==> src/stafsm_pkg.sv <==
// ----------------------------------------------------------------------------
// Stability timeout assist FSM package
// Types, register codes and configuration check shared by the supervisor.
// ----------------------------------------------------------------------------
package stafsm_pkg;

    localparam int unsigned TIME_W      = 32;
    localparam int unsigned KIND_W      = 2;
    localparam int unsigned CFG_INDEX_W = 8;
    localparam int unsigned CFG_DATA_W  = 32;

    // Item kinds
    localparam logic [KIND_W-1:0] KIND_START         = 2'd0;
    localparam logic [KIND_W-1:0] KIND_TICK          = 2'd1;
    localparam logic [KIND_W-1:0] KIND_FORCE_RELEASE = 2'd2;

    // Register indexes
    localparam logic [CFG_INDEX_W-1:0] REG_TIMEOUT_LIMIT   = 8'd0;
    localparam logic [CFG_INDEX_W-1:0] REG_STABLE_REQUIRED = 8'd1;
    localparam logic [CFG_INDEX_W-1:0] REG_ASSIST_ON       = 8'd2;
    localparam logic [CFG_INDEX_W-1:0] REG_ASSIST_HOLD     = 8'd3;

    typedef enum logic [1:0] {
        PH_DISABLED = 2'd0,
        PH_ARMED    = 2'd1,
        PH_HELD     = 2'd2,
        PH_RELEASED = 2'd3
    } assist_phase_t;

    typedef enum logic [1:0] {
        VERDICT_ACTIVE    = 2'd0,
        VERDICT_SATISFIED = 2'd1,
        VERDICT_TIMED_OUT = 2'd2
    } verdict_t;

    typedef struct packed {
        logic [TIME_W-1:0] timeout_limit;
        logic [TIME_W-1:0] stable_required;
        logic              assist_on;
        logic [TIME_W-1:0] assist_hold;
    } cfg_t;

    typedef struct packed {
        logic                armed;
        logic [TIME_W-1:0]   start_stamp;
        assist_phase_t       assist_phase;
        verdict_t            verdict;
        logic                steady_active;
        logic [TIME_W-1:0]   steady_start_stamp;
        logic [TIME_W-1:0]   steady_elapsed;
        logic [TIME_W-1:0]   press_stamp;
    } sup_state_t;

    typedef struct packed {
        logic [KIND_W-1:0] kind;
        logic [TIME_W-1:0] now_time;
        logic              goal_met;
        logic              assist_wanted;
    } item_t;

    typedef struct packed {
        logic              bad_setup;
        logic              done_ok;
        logic              expired;
        logic [TIME_W-1:0] steady_time;
        logic              steady_began;
        logic              steady_lost;
        logic              press_now;
        logic              release_now;
        logic              assist_held_now;
        logic              assist_ever_used;
        logic              forced_release_done;
    } result_t;

    localparam cfg_t CFG_RESET = '{
        timeout_limit:   32'd10000,
        stable_required: 32'd500,
        assist_on:       1'b0,
        assist_hold:     32'd0
    };

    localparam sup_state_t SUP_STATE_CLEAR = '{
        armed:              1'b0,
        start_stamp:        '0,
        assist_phase:       PH_DISABLED,
        verdict:            VERDICT_ACTIVE,
        steady_active:      1'b0,
        steady_start_stamp: '0,
        steady_elapsed:     '0,
        press_stamp:        '0
    };

    function automatic logic cfg_is_valid(input cfg_t c);
        logic ok;
        begin
            ok = (c.timeout_limit != '0) && (c.stable_required < c.timeout_limit);
            if (c.assist_on)
            begin
                ok = ok && (c.stable_required != '0) && (c.assist_hold != '0)
                     && (c.assist_hold < c.timeout_limit);
            end
            else
            begin
                ok = ok && (c.assist_hold == '0);
            end
            return ok;
        end
    endfunction

endpackage

==> src/stafsm_intf.sv <==
// ----------------------------------------------------------------------------
// Stability timeout assist FSM channels
// Valid/ready channels for items, results and register writes.
// ----------------------------------------------------------------------------
interface stafsm_item_if;
    import stafsm_pkg::*;

    logic              valid;
    logic              ready;
    logic [KIND_W-1:0] kind;
    logic [TIME_W-1:0] now_time;
    logic              goal_met;
    logic              assist_wanted;

    modport source (output valid, kind, now_time, goal_met, assist_wanted, input ready);
    modport sink   (input valid, kind, now_time, goal_met, assist_wanted, output ready);
endinterface

interface stafsm_result_if;
    import stafsm_pkg::*;

    logic              valid;
    logic              ready;
    logic              bad_setup;
    logic              done_ok;
    logic              expired;
    logic [TIME_W-1:0] steady_time;
    logic              steady_began;
    logic              steady_lost;
    logic              press_now;
    logic              release_now;
    logic              assist_held_now;
    logic              assist_ever_used;
    logic              forced_release_done;

    modport source (
        output valid, bad_setup, done_ok, expired, steady_time, steady_began, steady_lost,
               press_now, release_now, assist_held_now, assist_ever_used,
               forced_release_done,
        input  ready
    );
    modport sink (
        input  valid, bad_setup, done_ok, expired, steady_time, steady_began, steady_lost,
               press_now, release_now, assist_held_now, assist_ever_used,
               forced_release_done,
        output ready
    );
endinterface

interface stafsm_cfg_if;
    import stafsm_pkg::*;

    logic                   valid;
    logic                   ready;
    logic [CFG_INDEX_W-1:0] index;
    logic [CFG_DATA_W-1:0]  data;

    modport source (output valid, index, data, input ready);
    modport sink   (input valid, index, data, output ready);
endinterface

==> src/stafsm_step.sv <==
// ----------------------------------------------------------------------------
// Stability timeout assist FSM step
// Next state and result for one item, from the stored supervisor state.
// ----------------------------------------------------------------------------
module stafsm_step (
    input  stafsm_pkg::sup_state_t st,
    input  stafsm_pkg::cfg_t       cfg_val,
    input  logic                   cfg_ok,
    input  stafsm_pkg::item_t      itm,
    output stafsm_pkg::sup_state_t st_next,
    output stafsm_pkg::result_t    res
);
    import stafsm_pkg::*;

    logic [TIME_W-1:0] since_start;
    logic [TIME_W-1:0] since_steady;
    logic [TIME_W-1:0] since_press;
    logic [TIME_W-1:0] run_elapsed;

    // All differences wrap modulo 2^32
    assign since_start  = itm.now_time - st.start_stamp;
    assign since_steady = itm.now_time - st.steady_start_stamp;
    assign since_press  = itm.now_time - st.press_stamp;
    assign run_elapsed  = st.steady_active ? since_steady : st.steady_elapsed;

    always_comb
    begin
        st_next = st;
        res     = '0;

        unique case (itm.kind)
            KIND_START:
            begin
                st_next = SUP_STATE_CLEAR;
                if (cfg_ok)
                begin
                    st_next.armed        = 1'b1;
                    st_next.start_stamp  = itm.now_time;
                    st_next.assist_phase = cfg_val.assist_on ? PH_ARMED : PH_DISABLED;
                end
            end

            KIND_TICK:
            begin
                if (!st.armed || !cfg_ok)
                begin
                    res.bad_setup = 1'b1;
                end
                else
                begin
                    unique case (st.verdict)
                        VERDICT_SATISFIED:
                        begin
                            res.done_ok     = 1'b1;
                            res.steady_time = st.steady_elapsed;
                        end

                        VERDICT_TIMED_OUT:
                        begin
                            res.expired     = 1'b1;
                            res.steady_time = st.steady_elapsed;
                        end

                        VERDICT_ACTIVE:
                        begin
                            if (since_start >= cfg_val.timeout_limit)
                            begin
                                // Deadline reached: refresh elapsed, drop a held press
                                st_next.steady_elapsed = run_elapsed;
                                res.steady_time        = run_elapsed;
                                if (st.assist_phase == PH_HELD)
                                begin
                                    st_next.assist_phase = PH_RELEASED;
                                    res.release_now      = 1'b1;
                                end
                                st_next.verdict = VERDICT_TIMED_OUT;
                                res.expired     = 1'b1;
                            end
                            else
                            begin
                                if (itm.goal_met)
                                begin
                                    if (!st.steady_active)
                                    begin
                                        st_next.steady_active      = 1'b1;
                                        st_next.steady_start_stamp = itm.now_time;
                                        st_next.steady_elapsed     = '0;
                                        res.steady_began           = 1'b1;
                                    end
                                    else
                                    begin
                                        st_next.steady_elapsed = since_steady;
                                    end
                                end
                                else if (st.steady_active)
                                begin
                                    st_next.steady_active      = 1'b0;
                                    st_next.steady_start_stamp = '0;
                                    st_next.steady_elapsed     = '0;
                                    res.steady_lost            = 1'b1;
                                end
                                res.steady_time = st_next.steady_elapsed;

                                if (st.assist_phase == PH_HELD
                                    && since_press >= cfg_val.assist_hold)
                                begin
                                    st_next.assist_phase = PH_RELEASED;
                                    res.release_now      = 1'b1;
                                end
                                if (st.assist_phase == PH_ARMED && !itm.goal_met
                                    && itm.assist_wanted)
                                begin
                                    st_next.assist_phase = PH_HELD;
                                    st_next.press_stamp  = itm.now_time;
                                    res.press_now        = 1'b1;
                                end

                                if (st_next.steady_active
                                    && st_next.steady_elapsed >= cfg_val.stable_required
                                    && st_next.assist_phase != PH_HELD)
                                begin
                                    st_next.verdict = VERDICT_SATISFIED;
                                    res.done_ok     = 1'b1;
                                end
                            end
                        end

                        default:
                        begin
                            st_next = st;
                        end
                    endcase
                end
            end

            KIND_FORCE_RELEASE:
            begin
                if (st.assist_phase == PH_HELD)
                begin
                    st_next.assist_phase    = PH_RELEASED;
                    res.forced_release_done = 1'b1;
                end
            end

            default:
            begin
                st_next = st;
            end
        endcase

        res.assist_held_now  = (st_next.assist_phase == PH_HELD);
        res.assist_ever_used = (st_next.assist_phase == PH_HELD)
                               || (st_next.assist_phase == PH_RELEASED);
    end

endmodule

==> src/stability_timeout_assist_fsm.sv <==
// ----------------------------------------------------------------------------
// Stability timeout assist FSM
// Supervises one transition: stability window, timed assist press, timeout.
// ----------------------------------------------------------------------------
// The block takes one item per clock cycle when the result side is not stalled
// and returns exactly one result per item: the item lands in an input register,
// a single pass of 32-bit subtract and compare logic works out the result and
// the next supervisor state, and both are stored as the item moves on to the
// result register. The state update sits inside that one pass, so consecutive
// items see each other's effect with no gap; if not stalled, the sustained rate
// is one item per cycle. The result register and the input register part the
// two sides: a new item is taken while a result waits, and back pressure on
// results stalls the input only once both registers are full. Register writes
// are taken in any cycle; write them only while no item is in flight. The
// configuration check is registered, so an item may follow a write in the next
// cycle. A start item clears the state and arms only with a valid setup; kind 3
// leaves the state alone and returns the held and used flags alone.
module stability_timeout_assist_fsm (
    input  logic                   clk,
    input  logic                   rst_n,
    stafsm_item_if.sink            item,
    stafsm_result_if.source        result,
    stafsm_cfg_if.sink             cfg
);
    import stafsm_pkg::*;

    cfg_t       cfg_reg;
    logic       cfg_ok_reg;

    logic       in_valid_reg;
    item_t      in_item_reg;

    logic       out_valid_reg;
    result_t    out_result_reg;

    sup_state_t state_reg;
    sup_state_t state_next;
    result_t    result_next;

    logic       advance;
    logic       in_fire;

    // Register writes: always ready, unknown indexes drop silently
    assign cfg.ready = 1'b1;

    always_ff @(posedge clk or negedge rst_n)
    begin
        if (!rst_n)
        begin
            cfg_reg <= CFG_RESET;
        end
        else if (cfg.valid)
        begin
            unique case (cfg.index)
                REG_TIMEOUT_LIMIT:   cfg_reg.timeout_limit   <= cfg.data;
                REG_STABLE_REQUIRED: cfg_reg.stable_required <= cfg.data;
                REG_ASSIST_ON:       cfg_reg.assist_on       <= cfg.data[0];
                REG_ASSIST_HOLD:     cfg_reg.assist_hold     <= cfg.data;
                default:             cfg_reg                 <= cfg_reg;
            endcase
        end
    end

    // Hold the setup check in a register to keep compares off the item path
    always_ff @(posedge clk or negedge rst_n)
    begin
        if (!rst_n)
        begin
            cfg_ok_reg <= cfg_is_valid(CFG_RESET);
        end
        else
        begin
            cfg_ok_reg <= cfg_is_valid(cfg_reg);
        end
    end

    // Advance the input register into the result register when the latter
    // is empty or its result transfers this cycle
    assign advance    = in_valid_reg && (!out_valid_reg || result.ready);
    assign item.ready = !in_valid_reg || advance;
    assign in_fire    = item.valid && item.ready;

    always_ff @(posedge clk or negedge rst_n)
    begin
        if (!rst_n)
        begin
            in_valid_reg <= 1'b0;
        end
        else if (in_fire)
        begin
            in_valid_reg <= 1'b1;
        end
        else if (advance)
        begin
            in_valid_reg <= 1'b0;
        end
    end

    always_ff @(posedge clk)
    begin
        if (in_fire)
        begin
            in_item_reg.kind          <= item.kind;
            in_item_reg.now_time      <= item.now_time;
            in_item_reg.goal_met      <= item.goal_met;
            in_item_reg.assist_wanted <= item.assist_wanted;
        end
    end

    stafsm_step u_step (
        .st      (state_reg),
        .cfg_val (cfg_reg),
        .cfg_ok  (cfg_ok_reg),
        .itm     (in_item_reg),
        .st_next (state_next),
        .res     (result_next)
    );

    // Supervisor state: commit only when the item moves to the result register
    always_ff @(posedge clk or negedge rst_n)
    begin
        if (!rst_n)
        begin
            state_reg <= SUP_STATE_CLEAR;
        end
        else if (advance)
        begin
            state_reg <= state_next;
        end
    end

    always_ff @(posedge clk or negedge rst_n)
    begin
        if (!rst_n)
        begin
            out_valid_reg <= 1'b0;
        end
        else if (advance)
        begin
            out_valid_reg <= 1'b1;
        end
        else if (result.ready)
        begin
            out_valid_reg <= 1'b0;
        end
    end

    always_ff @(posedge clk)
    begin
        if (advance)
        begin
            out_result_reg <= result_next;
        end
    end

    assign result.valid               = out_valid_reg;
    assign result.bad_setup           = out_result_reg.bad_setup;
    assign result.done_ok             = out_result_reg.done_ok;
    assign result.expired             = out_result_reg.expired;
    assign result.steady_time         = out_result_reg.steady_time;
    assign result.steady_began        = out_result_reg.steady_began;
    assign result.steady_lost         = out_result_reg.steady_lost;
    assign result.press_now           = out_result_reg.press_now;
    assign result.release_now         = out_result_reg.release_now;
    assign result.assist_held_now     = out_result_reg.assist_held_now;
    assign result.assist_ever_used    = out_result_reg.assist_ever_used;
    assign result.forced_release_done = out_result_reg.forced_release_done;

endmodule

==> src/flat_wrapper.sv <==
// flat-port wrapper written by rule: the top's interface ports become plain ports
module stability_timeout_assist_fsm_flat import stafsm_pkg::*;
  (clk, rst_n, item_valid, item_kind, item_now_time, item_goal_met, item_assist_wanted, item_ready, result_valid, result_bad_setup, result_done_ok, result_expired, result_steady_time, result_steady_began, result_steady_lost, result_press_now, result_release_now, result_assist_held_now, result_assist_ever_used, result_forced_release_done, result_ready, cfg_valid, cfg_index, cfg_data, cfg_ready);
  stafsm_item_if item_i ();
  stafsm_result_if result_i ();
  stafsm_cfg_if cfg_i ();
  input  logic clk;
  input  logic rst_n;
  input wire logic [$bits(item_i.valid)-1:0] item_valid;
  input wire logic [$bits(item_i.kind)-1:0] item_kind;
  input wire logic [$bits(item_i.now_time)-1:0] item_now_time;
  input wire logic [$bits(item_i.goal_met)-1:0] item_goal_met;
  input wire logic [$bits(item_i.assist_wanted)-1:0] item_assist_wanted;
  output wire logic [$bits(item_i.ready)-1:0] item_ready;
  output wire logic [$bits(result_i.valid)-1:0] result_valid;
  output wire logic [$bits(result_i.bad_setup)-1:0] result_bad_setup;
  output wire logic [$bits(result_i.done_ok)-1:0] result_done_ok;
  output wire logic [$bits(result_i.expired)-1:0] result_expired;
  output wire logic [$bits(result_i.steady_time)-1:0] result_steady_time;
  output wire logic [$bits(result_i.steady_began)-1:0] result_steady_began;
  output wire logic [$bits(result_i.steady_lost)-1:0] result_steady_lost;
  output wire logic [$bits(result_i.press_now)-1:0] result_press_now;
  output wire logic [$bits(result_i.release_now)-1:0] result_release_now;
  output wire logic [$bits(result_i.assist_held_now)-1:0] result_assist_held_now;
  output wire logic [$bits(result_i.assist_ever_used)-1:0] result_assist_ever_used;
  output wire logic [$bits(result_i.forced_release_done)-1:0] result_forced_release_done;
  input wire logic [$bits(result_i.ready)-1:0] result_ready;
  input wire logic [$bits(cfg_i.valid)-1:0] cfg_valid;
  input wire logic [$bits(cfg_i.index)-1:0] cfg_index;
  input wire logic [$bits(cfg_i.data)-1:0] cfg_data;
  output wire logic [$bits(cfg_i.ready)-1:0] cfg_ready;
  assign item_i.valid = item_valid;
  assign item_i.kind = item_kind;
  assign item_i.now_time = item_now_time;
  assign item_i.goal_met = item_goal_met;
  assign item_i.assist_wanted = item_assist_wanted;
  assign item_ready = item_i.ready;
  assign result_valid = result_i.valid;
  assign result_bad_setup = result_i.bad_setup;
  assign result_done_ok = result_i.done_ok;
  assign result_expired = result_i.expired;
  assign result_steady_time = result_i.steady_time;
  assign result_steady_began = result_i.steady_began;
  assign result_steady_lost = result_i.steady_lost;
  assign result_press_now = result_i.press_now;
  assign result_release_now = result_i.release_now;
  assign result_assist_held_now = result_i.assist_held_now;
  assign result_assist_ever_used = result_i.assist_ever_used;
  assign result_forced_release_done = result_i.forced_release_done;
  assign result_i.ready = result_ready;
  assign cfg_i.valid = cfg_valid;
  assign cfg_i.index = cfg_index;
  assign cfg_i.data = cfg_data;
  assign cfg_ready = cfg_i.ready;
  stability_timeout_assist_fsm u_core (.clk(clk), .rst_n(rst_n), .item(item_i), .result(result_i), .cfg(cfg_i));
endmodule
==> config.mk <==
export PLATFORM = sky130hd
export DESIGN_NAME = stability_timeout_assist_fsm_flat
export DESIGN_NICKNAME = d
export VERILOG_FILES = /design/src/stafsm_pkg.sv /design/src/stafsm_intf.sv /design/src/stafsm_step.sv /design/src/stability_timeout_assist_fsm.sv /design/src/flat_wrapper.sv
export SDC_FILE = /design/constraint.sdc
export NUM_CORES = 1
export LEC_CHECK = 0
export BUFFER_PORTS_ARGS = -buffer_cell sky130_fd_sc_hd__buf_2
export CAP_MARGIN = 20
export CORE_ASPECT_RATIO = 0.75
export CORE_MARGIN = 4
export CORE_UTILIZATION = 39
export CTS_CLUSTER_DIAMETER = 120
export DETAILED_ROUTE_END_ITERATION = 10
export GPL_TIMING_DRIVEN = 0
export SLEW_MARGIN = 5
export SYNTH_ARGS = -nofsm -noshare
export SYNTH_HDL_FRONTEND = slang
export SYNTH_SLANG_ARGS = --single-unit
==> constraint.sdc <==
create_clock -name clk -period 6 [get_ports clk]
set_input_delay 0 -clock clk [delete_from_list [all_inputs] [get_ports clk]]
set_output_delay 0 -clock clk [all_outputs]
set_load 0.005 [all_outputs]
Word-level counts from Yosys, hierarchy flattened
Cells that the tools add are included.

Register bits: 312.

$add $sub $neg: 3. $lt $le $gt $ge: 5. Eq/ne operators: 19. Muxes and demuxes: 47. Bitwise operators: 3. Reduce and logical (&&, ||, !) cells: 47.

Operators with widths (number): 2-to-1 mux 65 bit (5); 2-to-1 mux 101 bit (2); one-hot mux 99 bit (2 select lines) (1); 2-to-1 mux 32 bit (6); greater-or-equal comparator 32 bit (3); nonzero test 32 bit (3); subtractor 32 bit (3); one-hot mux 33 bit (2 select lines) (1); less-than comparator 32 bit (2); 2-to-1 mux 64 bit (1); one-hot mux 32 bit (2 select lines) (1); 2-to-1 mux 35 bit (1); 2-to-1 mux 33 bit (1); zero test 32 bit (1); equality test 8 x 2 -> 1 bit (second input constant) (2); 2-to-1 mux 1 bit (16); 2-to-1 mux 2 bit (8); logical AND 1 bit (12); equality test 2 bit (second input constant) (5); AND reduction 5 bit (2); OR reduction 5 bit (2); equality test 8 x 1 -> 1 bit (second input constant) (1); zero test 8 bit (1); inequality test 2 bit (second input constant) (4); other kinds (20) (40).

Longest topological paths before layout
Word-level depth: 18. Mapped depth: 26.

Hierarchy
From an unflattened synthesis, not the netlist that was laid out.

Cells, all modules: 2443. Area total of the unflattened synthesis: 23252.3 um^2.

Modules (own cells, without submodules): stability_timeout_assist_fsm (times used 1, cells each 838, area each 12600.8 um^2); stafsm_step (times used 1, cells each 1605, area each 10651.5 um^2).

Worst setup path after synthesis
OpenSTA, ideal clock, no wires.

Path kind: flip-flop to flip-flop. Start: reg u_core.in_item_reg[2] (netlist name). End: reg u_core.out_result_reg (netlist bit u_core.result.steady_time[18]), data pin. Arrival: 4.819 ns. Path slack: 0.915 ns. Stages on the path, launching flop included: 26. Buffers on the path: 0. Cell sequence: edfxtp_1 inv_1 ha_1 inv_1 fa_1 a21o_1 a21oi_1 o211ai_1 a21oi_1 o21ai_1 nor4b_1 nor2_1 a21o_1 a211oi_1 nor2_1 ha_1 a2111oi_0 o21ai_1 a221o_1 a21oi_1 o21ai_2 nor2_1 nor2_1 a21o_1 a22oi_1 nor2_1.

Longest elaborated chain between the ends: 9. Elaborated cells between the ends (all ways): 12. Those cells by class: 2 x add/sub; 1 x order compare; 9 x mux.

RTL lines: start: declaration (line stability_timeout_assist_fsm.sv:31) `item_t in_item_reg;`; parallel branches: the longest is 7 deep, another holds subtractor 32 bit; 2-to-1 mux 32 bit (*) (line stafsm_step.sv:66) `if (since_start >= cfg_val.timeout_limit)`; one-hot mux 32 bit (2 select lines) (*) (line stafsm_step.sv:51) `unique case (st.verdict)`; end signal: assignment (line stability_timeout_assist_fsm.sv:152) `out_result_reg <= result_next;`; end: declaration (line stability_timeout_assist_fsm.sv:34) `result_t out_result_reg;`.

Mark *: on every way between the ends. The select of a mux whose other input is x is not followed. A chain may end at the register's enable or synchronous reset.

Worst setup path in the final report
Start: reg u_core.in_item_reg[2] (netlist name). End: reg u_core.out_result_reg (netlist bit u_core.result.steady_time[19]), data pin.

The elaborated chain is that of the path after synthesis.

==> run_results.csv <==
group,metric,value,unit
yosys,synth_edf_count,78,
yosys,synth.distinct_cells,88,
detailed_routing,drt-pass1-iter-count,5,
detailed_routing,drt_iter0_markers,1621,
sta,period_share,96.6,%
yosys,synth_fp_nets,2645,
setup_path,cp.required,6.31,ns
detailed_routing,post_drt_via_cell_ratio,5.65,
sta,whs,0.0334,ns
setup_path,worstSetupStartpointType,"flop",
global_routing,grt_max_degree,116,
floorplanning,ios,126,
global_routing,grt-ovfl-total,0,
setup_path,crit_top_cell,"buf_4",
setup_path,crit_slowest_cell,"edfxtp_1",
power_and_ir_drop,powerDensity,291,nW/um^2
yosys,synth_compound_area_share,19.6,%
power_and_ir_drop,p_leak,11.3,nW
sta,worst_slew_pin_slew,0.998,ns
clock_tree,root_buffer,"clkbuf_16",
detailed_routing,drtAntennaViolNets,0,
detailed_routing,drcViolationCount,0,
placement,portBuffers,124,
sta,fin_skew,0.0313,ns
yosys,netlist.area_leader.share,26.1,%
run_status,status,"completed",
global_routing,grt_antenna_before_repair,0,
detailed_routing,wl_per_cell,21.2,um
finish,final_common_cell,"ha_1",
yosys,ys_async_sr_fraction,75.0,%
finish,n_fill_cell,5131,
clock_tree,clock_latency,0.58,ns
floorplanning,start_util,39.8,%
clock_tree,path_clk_slew,0.06,ns
sta,fmax,173,MHz
clock_tree,cts_tree,"done",
yosys,synth-seq-cells,312,
finish,largest_register_ffs,134,
floorplanning,dieArea,58400,um^2
placement,gp_congestion,0.957,
floorplanning,core_area,53500,um^2
setup_path,worst_path_largest_cell_delay,0.49,ns
yosys,synth_area_leader_cell,"dfrtp_1",
clock_tree,clockBufferDepth,3,
finish,area_growth,18.6,%
power_and_ir_drop,vdd_drop_max,0.182,mV
setup_path,critPathKind,"reg -> reg",
yosys,muxShareOfSynthArea,3.98,%
yosys,netlist_area,21300,um^2
clock_tree,cts_buffers,38,
yosys,yosys_most_used_dff,"dfrtp_1",
sta,hold_viol_final,0,
yosys,synth_area_leaders,"dfrtp_1 26%, ha_1 15%, edfxtp_1 11%, inv_1 4.1%, o21ai_0 4.0%",
yosys,synth_xor_area_share,3.33,%
clock_tree,clock-sinks,312,
detailed_routing,route.vias.total,18700,
finish,drive_gt1_share,13.6,%
floorplanning,rows,73,
global_routing,grt_pass1_wl,108,mm
placement,dp_cells,3147,
power_and_ir_drop,total_power,7.36,mW
detailed_routing,drt-total-wl,70.2,mm
sta,min_period,5.80,ns
flow_run,cap_viol_max_count,0,
setup_path,crit_fanout,10,
finish,antenna_cells,0,
finish,layout_common_cells,"255 x ha_1, 230 x inv_1, 222 x dfrtp_1",
floorplanning,die_h,210,um
setup_path,end_kind,"flop",
finish,nets,2907,
sta,finalSetupViolations,0,
setup_path,worst_ep_arrival_time,6.10,ns
floorplanning,die_x,278,um
global_routing,grt_pass1_vias,17900,
sta,slew_headroom,33.5,%
yosys,postSynthAreaPerCell,9.23,um^2
clock_tree,htreeDepth,2,
finish,final_cell_count_no_fill,3308,
yosys,synth_cells,2306,
yosys,synth_top_family_by_area,"compound AO/OA/AOI/OAI gates",
yosys,synthSimpleGateAreaFrac,13.6,%
setup_path,cp_top_family,"compound AO/OA/AOI/OAI gates",
yosys,synthAdderAreaFrac,15.3,%
yosys,yosysWarnings,0,
min_path,hold_class,"in -> reg",
yosys,ys_seq_area_share,38.6,%
sta,finalMaxSlewViolations,0,
placement,dp_hpwl,54.8,mm
global_routing,track_usage,23.6,%
setup_path,crit_buf_inv,5,
==> final cells by class <==
type | count | area [um^2] | share of cell area (%)
Sequential cell | 312 | 8210 | 32.5
Buffer | 78 | 340 | 1.35
Tap cell | 712 | 891 | 3.53
Multi-Input combinational cell | 1682 | 12000 | 47.7
Clock buffer | 53 | 1120 | 4.44
Inverter | 233 | 875 | 3.46
Timing Repair Buffer | 223 | 1660 | 6.57
Clock inverter | 15 | 109 | 0.431
==> tightest hold or removal path, cell delays in order <==
cell     delay (ns)
buf_2          0.08
nor4_1         0.06
nand3_1        0.23
mux2_2         0.20
==> final timing paths <==
check,startpoint,end,slack (ns),cells past startpoint
hold / removal,cfg_index[3],u_core.cfg_reg[0],0.03,4
max in group asynchronous,rst_n,u_core.cfg_reg[5],4.45,5
hold reg to reg,u_core.state_reg[90],u_core.state_reg[90],0.49,2
setup / recovery,u_core.in_item_reg[2],u_core.result.steady_time[19],0.20,26
min in group asynchronous,rst_n,u_core.state_reg[87],0.52,4
setup reg to reg,u_core.in_item_reg[2],u_core.result.steady_time[19],0.20,26
==> per-stage QoR <==
step / TNS [ns] / util (%) / instance area (um^2) / setup slack (ns)
final: 0 / 47.2 / 25300 / 0.204
after global routing: -0.214 / 47.2 / 25300 / -0.0322
after CTS: 0 / 47.0 / 25100 / 0.0134
after detailed placement: -99.48 / 42.8 / 22900 / -1.14
after global placement: -90.23 / 42.6 / 22800 / -1.02
after floorplan: 0 / - / 21300 / 0.915
==> repair_timing <==
action | CTS | global route
resized for setup | 24 | 27
hold buffers | 81 | 0
setup endpoints to repair | 140 | 135
pin swaps | 6 | 5
endpoints found under the hold margin | 254 | 0
setup buffers | 7 | 5
==> power breakdown <==
part           total [mW]  leakage (nW)  switching (mW)  internal [mW]
sequential           2.51          3.82           0.137           2.37
clock                2.30         0.601           0.956           1.35
combinational        2.55          6.88            1.58          0.967
total                7.36          11.3            2.67           4.68
==> synthesized netlist by cell type (all sizes together) (12+ instances only) <==
master and instances:
a21o 81, a21oi 155, a22o 45, buf 13
clkbuf 66, dfrtp 222, dfstp 12, edfxtp 78
ha 255, inv 232, mux2 69, nand2 214
nand2b 22, nand3 103, nand4 34, nor2 106
nor2b 22, nor3 28, nor4 34, o21a 17
o21ai 231, o21bai 14, xnor2 55, xor2 25
==> per-layer routing <==
layer | vias up | part of all wire, % | routed length [um] | GRT usage [%]
li1 | 8834 | - | - | -
met1 | 9118 | 50 | 34900 | 36.5
met2 | 622 | 40 | 28200 | 33.6
met3 | 106 | 7.3 | 5090 | 4.26
met4 | 0 | 2.8 | 1980 | 6.60
met5 | - | 0 | 0 | 0
==> cells by family (layout without fill, tap and decap cells) <==
family / Yosys count / count (layout)
multiplexers: 76 / 76
flip-flops: 312 / 312
XOR/XNOR: 80 / 80
AO/OA/AOI/OAI: 657 / 657
buffers and inverters: 312 / 602
adder cells (fa/ha/maj): 258 / 258
AND/OR/NAND/NOR: 610 / 610
other: 1 / 1
No activity file was read; power rests on OpenSTA's default activity.
